--- src/hw/rtl/lsqe_pkg.sv ---
// Shared types, constants and helpers for the line segment quad extruder.
// The front end, the queue, the offset unit and the back end all use this package.
// It has no dependencies.
package lsqe_pkg;

    localparam logic [30:0] LINE_WIDTH_RESET = 31'd1048576;
    localparam logic [30:0] HALF_LIMIT = 31'h4000_0000;

    localparam logic [1:0] CORNER_START_PLUS  = 2'd0;
    localparam logic [1:0] CORNER_START_MINUS = 2'd1;
    localparam logic [1:0] CORNER_END_MINUS   = 2'd2;
    localparam logic [1:0] CORNER_END_PLUS    = 2'd3;

    typedef struct packed {
        logic signed [31:0] start_x;
        logic signed [31:0] start_y;
        logic signed [31:0] start_z;
        logic signed [31:0] end_x;
        logic signed [31:0] end_y;
        logic signed [31:0] end_z;
    } seg_in_t;

    typedef struct packed {
        logic signed [31:0] vertex_x;
        logic signed [31:0] vertex_y;
        logic signed [31:0] vertex_z;
        logic [1:0]         corner;
        logic               degenerate;
        logic               last;
    } vtx_out_t;

    typedef struct packed {
        seg_in_t     seg;
        logic [31:0] adx;
        logic [31:0] adz;
        logic        dx_neg;
        logic        dz_pos;
        logic        degen;
    } seg_work_t;

    // Adds or subtracts an offset and clamps to the signed 32-bit range.
    function automatic logic [31:0] sat_add(input logic [31:0] base,
                                            input logic [31:0] offs,
                                            input logic        sub);
        logic [32:0] sum;
        begin
            if (sub)
            begin
                sum = {base[31], base} - {offs[31], offs};
            end
            else
            begin
                sum = {base[31], base} + {offs[31], offs};
            end
            if (sum[32] != sum[31])
            begin
                sat_add = sum[32] ? 32'h8000_0000 : 32'h7FFF_FFFF;
            end
            else
            begin
                sat_add = sum[31:0];
            end
        end
    endfunction

endpackage

--- src/hw/rtl/lsqe_front.sv ---
// Front end: takes input beats, forms the horizontal direction and classifies it.
// Depends on lsqe_pkg; feeds lsqe_fifo.
module lsqe_front
    import lsqe_pkg::*;
(
    input  logic      clk,
    input  logic      rst_n,
    input  logic      in_valid,
    output logic      in_ready,
    input  seg_in_t   in_data,
    output logic      push,
    output seg_work_t push_data,
    input  logic      push_ready
);

    logic        stage_valid_reg;
    seg_work_t   stage_reg;
    seg_work_t   work;
    logic [32:0] dx;
    logic [32:0] dz;
    logic [32:0] adx_wide;
    logic [32:0] adz_wide;
    logic        take;

    assign dx = {in_data.end_x[31], in_data.end_x} - {in_data.start_x[31], in_data.start_x};
    assign dz = {in_data.end_z[31], in_data.end_z} - {in_data.start_z[31], in_data.start_z};
    assign adx_wide = dx[32] ? (33'd0 - dx) : dx;
    assign adz_wide = dz[32] ? (33'd0 - dz) : dz;

    always_comb
    begin
        work.seg    = in_data;
        work.adx    = adx_wide[31:0];
        work.adz    = adz_wide[31:0];
        work.dx_neg = dx[32];
        work.dz_pos = !dz[32] && (dz != 33'd0);
        work.degen  = (dx == 33'd0) && (dz == 33'd0);
    end

    assign in_ready  = !stage_valid_reg || push_ready;
    assign take      = in_valid && in_ready;
    assign push      = stage_valid_reg;
    assign push_data = stage_reg;

    always_ff @(posedge clk)
    begin
        if (take)
        begin
            stage_reg <= work;
        end
    end

    always_ff @(posedge clk or negedge rst_n)
    begin
        if (!rst_n)
        begin
            stage_valid_reg <= 1'b0;
        end
        else if (in_ready)
        begin
            stage_valid_reg <= in_valid;
        end
    end

endmodule

--- config.mk ---
export PLATFORM = sky130hd
export DESIGN_NAME = lsqe_front
export DESIGN_NICKNAME = d
export VERILOG_FILES = /design/src/hw/rtl/lsqe_pkg.sv /design/src/hw/rtl/lsqe_front.sv
export SDC_FILE = /design/constraint.sdc
export NUM_CORES = 1
export LEC_CHECK = 0
export ABC_AREA = 1
export BUFFER_PORTS_ARGS = -buffer_cell sky130_fd_sc_hd__buf_4
export CAP_MARGIN = 10
export CORE_AREA = 2 2 177 179
export CTS_CLUSTER_SIZE = 30
export DETAILED_ROUTE_END_ITERATION = 7
export DIE_AREA = 0 0 179 181
export GPL_ROUTABILITY_DRIVEN = 0
export GPL_TIMING_DRIVEN = 0
export PLACE_DENSITY = 0.78
export SETUP_SLACK_MARGIN = 0.4
export SKIP_LAST_GASP = 1
export SLEW_MARGIN = 20
export SYNTH_ARGS = -nofsm -noshare
export SYNTH_HDL_FRONTEND = slang
export SYNTH_SLANG_ARGS = --single-unit
--- constraint.sdc ---
create_clock -name clk -period 23.8 [get_ports clk]
set_clock_uncertainty 0.15 [all_clocks]
set_input_delay 3.57 -clock clk [delete_from_list [all_inputs] [get_ports clk]]
set_output_delay 3.57 -clock clk [all_outputs]
set_load 0.03 [all_outputs]
==> metrics.yaml <==
final_layout:
  instances_no_fill: 2832
  area_growth_pct: 32.4
  drive_gt1_frac: 0.239
  fillCellCount: 2404
  fin_nets: 2681
synth:
  yosysWarnings: 0
  synth_cell_types: 35
  synthArstFlopShare: 0.00385
  synth_top_area_share: 0.500
  synth_area_per_cell_um2: 8.11
  ys.flop_type: "edfxtp_1"
  yosys-top-cells-area: "edfxtp_1, nand2_1, inv_1, ha_1, nand3_1"
  synth_seq_area_share: 0.501
  synth_largest_area_cell: "edfxtp_1"
  synthTopCellsByCount: "nand2_1, inv_1, edfxtp_1"
  synth.most_common_cell: "nand2_1"
  synth_edf_count: 259
  synth_nets: 2185
  synthCells: 1919
  synth_area_um2: 15600
  synth-seq-cells: 260
cts:
  cts-root-buf: "clkbuf_16"
  cts.clk_slew.worst_paths_ps: 60
  hold_buffers: 0
  cts.sinks: 260
  ctsResizeCount: 0
  postCtsSetupBuffers: 0
  clk_latency_ps: 540
  cts_buffers: 27
  cts-root-to-sink-buffers: 3
  htreeDepth: 1
  cts_tree: "yes"
run_status:
  status: "finished, final reports clean"
drt:
  detail_route.iter0.violations: 1086
  postRouteAntennaNets: 0
  dr.pass1.iters: 6
  vias_per_cell: 5.07
  drc: 0
  vias: 14400
  wirelength_um: 45800
  wl_per_cell_um: 16.2
timing:
  worstMarginPinSlew_ps: 650
  setup_violations: 0
  whs_ps: 474
  fin_ws_ps: 16040
  fmax_mhz: 129
  hold_viol_final: 0
  fin_crit_sh: 0.326
  setup_tns_ps: 0
  slew_viol_final: 0
  min_period_ps: 7760
  timing.slew.headroom: 0.565
  rsz0062_at_grt: "no"
die:
  start_util: 0.513
  die_y_um: 181
  dieWidth_um: 179
  io_pins: 457
  die-area_um2: 32400
  rows: 64
  core_um2: 30300
place:
  dpl_worst_slack_ps: 16040
  dpl.hpwl_um: 37300
  dp.cells: 2782
  io_buffers: 456
global_routing:
  grt_use_total: 0.277
  grt_max_degree: 27
  grt_overflow_total: 0
  antenna_found_initial: 1
  grt_pass1_wl_um: 70700
  grt_pass1_vias: 13900
worst_hold_path:
  hold_class: "reg2reg"
power:
  p_per_area_nw_per_um2: 67.1
  leakage_nw: 10.5
  ir_worst_vdd_mv: 0.0642
worst_setup_path:
  critical_path_class: "in2out"
  start_kind: "input port"
  crit_path_end_kind: "output pin"
  cp.arrival_ps: 4040
  cp_slowest_cell: "buf_4"
  worstPathMaxFanout: 2
  max_stage_delay_ps: 170
  worstPathRequired_ps: 20080
  crit_chain: "buf_4 > inv_1 > nand2_1 > buf_4"
  cp_top_family: "buffers and inverters"
  critPathMostFrequentCell: "buf_4"
  cp_num_buf_inv: 3
job:
  maxCapViolCount: 0
==> routing by layer <==
layer,GRT usage,vias up,part of all wire
li1,-,7024,-
met3,0.0425,118,0.070
met4,0.0881,0,0.033
met1,0.332,6635,0.38
met2,0.505,583,0.51
met5,0,-,0
==> worst paths after layout <==
check | end | cells after the start | start | slack [ps]
hold / removal | push$_DFFE_PN0N_ | 2 | push$_DFFE_PN0N_ | 470
setup / recovery | in_ready | 4 | push_ready | 16040
max in group asynchronous | push$_DFFE_PN0N_ | 1 | rst_n | 20770
setup reg to reg | push_data[236]$_DFFE_PP_ | 6 | push$_DFFE_PN0N_ | 21280
hold reg to reg | push$_DFFE_PN0N_ | 2 | push$_DFFE_PN0N_ | 470
min in group asynchronous | push$_DFFE_PN0N_ | 1 | rst_n | 2640
==> per-stage QoR <==
stage	cell area [um2]	total power, mW	utilization
global placement	19500	0.994	0.642
detailed placement	19800	0.994	0.652
CTS	20600	1.39	0.679
global route	20600	1.45	0.679
finish	20600	1.38	0.679
floorplan	15600	0.854	-
==> cell usage in the layout, fill, tap and decap left out, types with 11 or more instances in the layout <==
cell       instances
clkbuf_16         27
nand3b_1          17
nor3_1            12
buf_4            459
and2_1            11
xor2_1            32
nand2_2           27
buf_16            11
nand2_1          687
edfxtp_1         259
nand3_1          119
a21oi_1           41
nor2_2            16
ha_1              68
inv_1            387
nand4_1           23
nor2_1           153
xnor2_1           13
==> cell families (layout without fill, tap and decap cells) <==
kind of cell | Yosys count | count (layout) | share of synthesized area
compound gates | 61 | 61 | 0.0215
xor+xnor | 45 | 45 | 0.0253
fa+ha+maj | 70 | 70 | 0.0572
buf+inv | 399 | 915 | 0.0981
flops | 260 | 260 | 0.501
other cells | 0 | 1 | 0
simple gates | 1084 | 1084 | 0.297
==> layout make-up <==
| type | instances | area (um2) | area share |
|---|---|---|---|
| inverters | 393 | 1480 | 0.0717 |
| well taps | 396 | 495 | 0.0240 |
| clock inverters | 15 | 104 | 0.00504 |
| multi-input cells | 1260 | 6250 | 0.303 |
| repair buffers | 467 | 3730 | 0.181 |
| diodes | 1 | 2.50 | 0.000121 |
| plain buffers | 6 | 50.0 | 0.00243 |
| flip-flops and latches | 260 | 7800 | 0.379 |
| clock buffers | 34 | 702 | 0.0341 |
==> flip-flops by register name (all words and copies together), names as in the netlist <==
register and flops:
push_data 259, push 1
==> power by group <==
part | switching (mW) | internal [mW] | leakage (nW)
sequential | 0.0120 | 0.555 | 2.48
clock | 0.174 | 0.219 | 0.387
combinational | 0.276 | 0.147 | 7.63
==> worst register-to-register path, stage by stage, from the launching register on <==
cell,delay [ps]
dfrtp_1,430
a21oi_4,570
buf_16,250
buf_16,190
buf_16,200
buf_16,200
buf_16,210
(Power assumes the default switching activity.)
