===== src/hw/rtl/lsqe_pkg.sv =====
// Shared types, constants and helpers for the line segment quad extruder.
// The front end, the queue, the offset unit and the back end all use this package.
// It has no dependencies.
package lsqe_pkg;

    localparam logic [30:0] LINE_WIDTH_RESET = 31'd1048576;
    localparam logic [30:0] HALF_LIMIT = 31'h4000_0000;

    localparam logic [1:0] CORNER_START_PLUS  = 2'd0;
    localparam logic [1:0] CORNER_START_MINUS = 2'd1;
    localparam logic [1:0] CORNER_END_MINUS   = 2'd2;
    localparam logic [1:0] CORNER_END_PLUS    = 2'd3;

    typedef struct packed {
        logic signed [31:0] start_x;
        logic signed [31:0] start_y;
        logic signed [31:0] start_z;
        logic signed [31:0] end_x;
        logic signed [31:0] end_y;
        logic signed [31:0] end_z;
    } seg_in_t;

    typedef struct packed {
        logic signed [31:0] vertex_x;
        logic signed [31:0] vertex_y;
        logic signed [31:0] vertex_z;
        logic [1:0]         corner;
        logic               degenerate;
        logic               last;
    } vtx_out_t;

    typedef struct packed {
        seg_in_t     seg;
        logic [31:0] adx;
        logic [31:0] adz;
        logic        dx_neg;
        logic        dz_pos;
        logic        degen;
    } seg_work_t;

    // Adds or subtracts an offset and clamps to the signed 32-bit range.
    function automatic logic [31:0] sat_add(input logic [31:0] base,
                                            input logic [31:0] offs,
                                            input logic        sub);
        logic [32:0] sum;
        begin
            if (sub)
            begin
                sum = {base[31], base} - {offs[31], offs};
            end
            else
            begin
                sum = {base[31], base} + {offs[31], offs};
            end
            if (sum[32] != sum[31])
            begin
                sat_add = sum[32] ? 32'h8000_0000 : 32'h7FFF_FFFF;
            end
            else
            begin
                sat_add = sum[31:0];
            end
        end
    endfunction

endpackage


===== src/hw/rtl/lsqe_fifo.sv =====
// Two-entry queue of classified segments between the front and back ends.
// Depends on lsqe_pkg for the seg_work_t record.
module lsqe_fifo
    import lsqe_pkg::*;
(
    input  logic      clk,
    input  logic      rst_n,
    input  logic      push,
    input  seg_work_t push_data,
    output logic      push_ready,
    input  logic      pop,
    output logic      pop_valid,
    output seg_work_t pop_data
);

    seg_work_t  mem_reg [2];
    logic       wr_ptr_reg;
    logic       rd_ptr_reg;
    logic [1:0] count_reg;
    logic       do_push;
    logic       do_pop;

    assign push_ready = (count_reg != 2'd2);
    assign pop_valid  = (count_reg != 2'd0);
    assign pop_data   = mem_reg[rd_ptr_reg];
    assign do_push    = push && push_ready;
    assign do_pop     = pop && pop_valid;

    always_ff @(posedge clk)
    begin
        if (do_push)
        begin
            mem_reg[wr_ptr_reg] <= push_data;
        end
    end

    always_ff @(posedge clk or negedge rst_n)
    begin
        if (!rst_n)
        begin
            wr_ptr_reg <= 1'b0;
            rd_ptr_reg <= 1'b0;
            count_reg  <= 2'd0;
        end
        else
        begin
            if (do_push)
            begin
                wr_ptr_reg <= ~wr_ptr_reg;
            end
            if (do_pop)
            begin
                rd_ptr_reg <= ~rd_ptr_reg;
            end
            if (do_push && !do_pop)
            begin
                count_reg <= count_reg + 2'd1;
            end
            else if (do_pop && !do_push)
            begin
                count_reg <= count_reg - 2'd1;
            end
        end
    end

endmodule


===== config.mk =====
export PLATFORM = sky130hd
export DESIGN_NAME = lsqe_fifo
export DESIGN_NICKNAME = d
export VERILOG_FILES = /design/src/hw/rtl/lsqe_pkg.sv /design/src/hw/rtl/lsqe_fifo.sv
export SDC_FILE = /design/constraint.sdc
export NUM_CORES = 1
export LEC_CHECK = 0
export BUFFER_PORTS_ARGS = -buffer_cell sky130_fd_sc_hd__buf_2
export CELL_PAD_IN_SITES_DETAIL_PLACEMENT = 1
export CELL_PAD_IN_SITES_GLOBAL_PLACEMENT = 1
export CORE_MARGIN = 4
export CORE_UTILIZATION = 48
export CTS_CLUSTER_DIAMETER = 50
export DETAILED_ROUTE_END_ITERATION = 7
export PLACE_DENSITY_LB_ADDON = 0.1
export SLEW_MARGIN = 20
export SYNTH_ARGS = -nofsm -noshare
export SYNTH_HDL_FRONTEND = slang
export SYNTH_SLANG_ARGS = --single-unit
export TNS_END_PERCENT = 1

===== constraint.sdc =====
create_clock -name clk -period 20.5 [get_ports clk]
set_input_delay 4.1 -clock clk [delete_from_list [all_inputs] [get_ports clk]]
set_output_delay 4.1 -clock clk [all_outputs]
set_load 0.03 [all_outputs]

==> qor.txt <==
FLOORPLANNING
-----------------------------------------------------------------------------------------------
Die width                                                                                211 um
Area enclosed by the die boundary                                                   44400 sq um
# IOs                                                                                       524
Starting density of the core                                                              49.0%
Core ar.                                                                            40200 sq um
Number of cell rows                                                                          73
Die Height                                                                               211 um

YOSYS
-----------------------------------------------------------------------------------------------
Netlist area before placement                                                       19700 sq um
Mapped Nets                                                                                1088
Average cell area after synthesis                                                    23.9 sq um
Most frequent cell after synthesis                                                     edfxtp_1
Share of the yosys chip area belonging to registers                                       79.4%
Count of flip-flops with a built-in enable after synthesis                                  518
Commonest cells in the netlist                                                     518 x edfxtp_1, 200 x mux2_4, 59 x mux2_2, 23 x buf_6, 6 x buf_2
Area share of the largest cell type after synthesis                                       78.9%
Synthesized netlist cell count                                                              824
Share of synthesized registers carrying an async set or reset                            0.766%
Synth warn                                                                                    0
Number of unique standard cell types used by synthesis                                       15
Most used flip-flop cell after synthesis                                               edfxtp_1
Largest area contributor in the synthesized netlist                                    edfxtp_1
Number of synthesized register bits                                                         522
Top cells by area in the synthesized netlist                                       edfxtp_1 79%, mux2_4 15%, mux2_2 3.4%, buf_6 1.3%, dfrtp_1 0.51%

POWER AND IR DROP
-----------------------------------------------------------------------------------------------
Power per Cell Area                                                                 164 nW/um^2
Cell leakage power                                                                   0.00974 uW
Worst VDD drop                                                                          95.3 uV
Total power of the final layout                                                         4030 uW

PLACE
-----------------------------------------------------------------------------------------------
Worst Setup Slack post-DPL                                                             13210 ps
Number of port buffers                                                                      523
Total cell area at the placement stage                                              22800 sq um
Placed wire-length estimate after detailed placement                                    35.7 mm
Weighted congestion reported at the end of routability-driven placement                   0.806
Instance count after placement with tap cells included                                     1853

GLOBAL ROUTE
-----------------------------------------------------------------------------------------------
Via count of the first global-routing pass                                                10.9k
Global-route wire length before repair                                                  72.0 mm
Total gr overflow                                                                             0
Total Routing Usage GR                                                                    22.0%
Maximum number of pins on one net before global-route repair                                126
Antenna violations before repair                                                             20

STA
-----------------------------------------------------------------------------------------------
Final setup violation count                                                                   0
Least-Margin Pin Slew                                                                   1090 ps
Hold Violations, Final                                                                        0
Setup repair after global routing missed its margin                                          no
Final min period                                                                        7750 ps
Crit share post-route                                                                     37.8%
Skew final                                                                              16.5 ps
Peak Freq                                                                             0.129 GHz
Final count of pins violating max slew                                                        0
Worst relative slew slack                                                                 27.3%
Setup TNS Final                                                                            0 ps
Final WS setup                                                                         12750 ps

DETAILED ROUTING
-----------------------------------------------------------------------------------------------
Vias                                                                                      10.1k
Avg WL per Cell                                                                         25.7 um
Routed vias/inst                                                                           5.12
Antenna viol nets, final                                                                      0
Number of detailed-routing iterations run before antenna repair                               7
DRC errors left                                                                               0
Final Routed Wirelength                                                                 50.5 mm
Initial DRC count                                                                           616

CLOCKING
-----------------------------------------------------------------------------------------------
Number of buffers added to fix hold violations after cts                                      0
Total setup buffers inserted after CTS                                                        0
Root Buffer Master                                                                    clkbuf_16
Maximum clock path buffer count                                                               3
Number of clock sinks seen by CTS                                                           522
Clock input transition at the sequential cells of the worst setup and hold paths          60 ps
Total CTS buffers                                                                            55
Clock latency on the worst-skew pair                                                     590 ps
CTS H-tree lvls                                                                               2
TritonCTS clock tree                                                                       done
Number of gates resized after CTS                                                             0

LAYOUT
-----------------------------------------------------------------------------------------------
Area growth from synthesis to layout                                                      24.8%
Area of combinational cells with multiple inputs                                     3770 sq um
Share of cells above drive strength 1                                                     61.0%
Filler cells                                                                               3591
Non-filler cells in the finished layout                                                    1968
Design area                                                                         24600 sq um
NumNets Final                                                                              1649
Total area of sequential cells                                                      15700 sq um
Max FFs per register                                                                        518

CRITICAL PATH
-----------------------------------------------------------------------------------------------
Kind of start point of the critical path                                              flip-flop
Category of the critical setup timing path                                         flip-flop to output port
Worst EP required                                                                      16400 ps
Top fanout value on the critical path                                                        57
Data arrival at the endpoint of the critical path                                       3650 ps
Crit path capture type                                                              output port

HOLD PATH
-----------------------------------------------------------------------------------------------
Min-delay worst type                                                               flip-flop to flip-flop

OUTCOME
-----------------------------------------------------------------------------------------------
Outcome                                                                            complete, no violations

FLOW RUN
-----------------------------------------------------------------------------------------------
Max Cap Viol                                                                                  0

## logic make-up after synthesis
| kind of cell | synth area share, % |
|---|---|
| adders and majority gates | 0.0635 |
| and+or+nand+nor | 0.172 |
| DFF | 79.4 |
| xor gates and xnor gates | 0.222 |
| buffers and inverters | 1.49 |
| muxes | 18.6 |
## cells in the final DEF, fill, tap and decap left out, drive strengths merged, types with 3 or more instances in the layout
cell type	instances
buf	533
edfxtp	518
mux2	259
clkbuf	71
clkinv	21
diode	14
bufinv	5
dfrtp	4
xnor2	3
clkinvlp	3
## report_power, final
part / leakage, uW / internal, uW / switching, uW / total, uW
Combinational: 0.00403 / 549 / 966 / 1520
Clock: 0.000853 / 571 / 395 / 966
Sequential: 0.00486 / 1460 / 85.6 / 1550
## stage by stage
| stage | util, % | hold slack (ps) |
|---|---|---|
| finish | 61.2 | 516 |
| detailed placement | 56.7 | 511 |
| floorplan | - | 456 |
| global placement | 56.7 | 478 |
| global route | 61.2 | 539 |
| CTS | 61.1 | 525 |
## routing by layer
layer,vias to the layer above,share of wire (%),global-route usage (%)
li1,4434,-,-
met1,5103,35,25.4
met2,416,51,37.8
met3,96,9.9,8.79
met4,18,3.1,7.24
met5,-,0.22,0
## critical path, stage by stage, from the launching register on
cell,delay [ps]
dfrtp_4,770
buf_4,790
buf_4,810
mux2_2,430
buf_2,180
## path summary, 6_finish.rpt
kind	cells after the start	endpoint	startpoint	slack, ps
worst min register to register	1	count_reg[1]$_DFFE_PN0P_	count_reg[1]$_DFFE_PN0P_	520
worst min-delay path	1	count_reg[1]$_DFFE_PN0P_	count_reg[1]$_DFFE_PN0P_	520
min in group asynchronous	1	rd_ptr_reg$_DFFE_PN0P_	rst_n	3320
worst max register to register	4	mem_reg[1][73]$_DFFE_PP_	count_reg[0]$_DFFE_PN0P_	16840
worst max-delay path	4	pop_data[256]	rd_ptr_reg$_DFFE_PN0P_	12750
max in group asynchronous	1	rd_ptr_reg$_DFFE_PN0P_	rst_n	17030
## layout make-up
class	instances	share of cell area (%)
well taps	525	2.67
clock buffers	71	6.01
flip-flops and latches	522	63.7
repair buffers	533	11.0
clock inverters	30	1.15
inverters	1	0.0153
multi-input cells	272	15.3
diodes	14	0.142
Note: power is estimated with default switching activity, not from simulation.
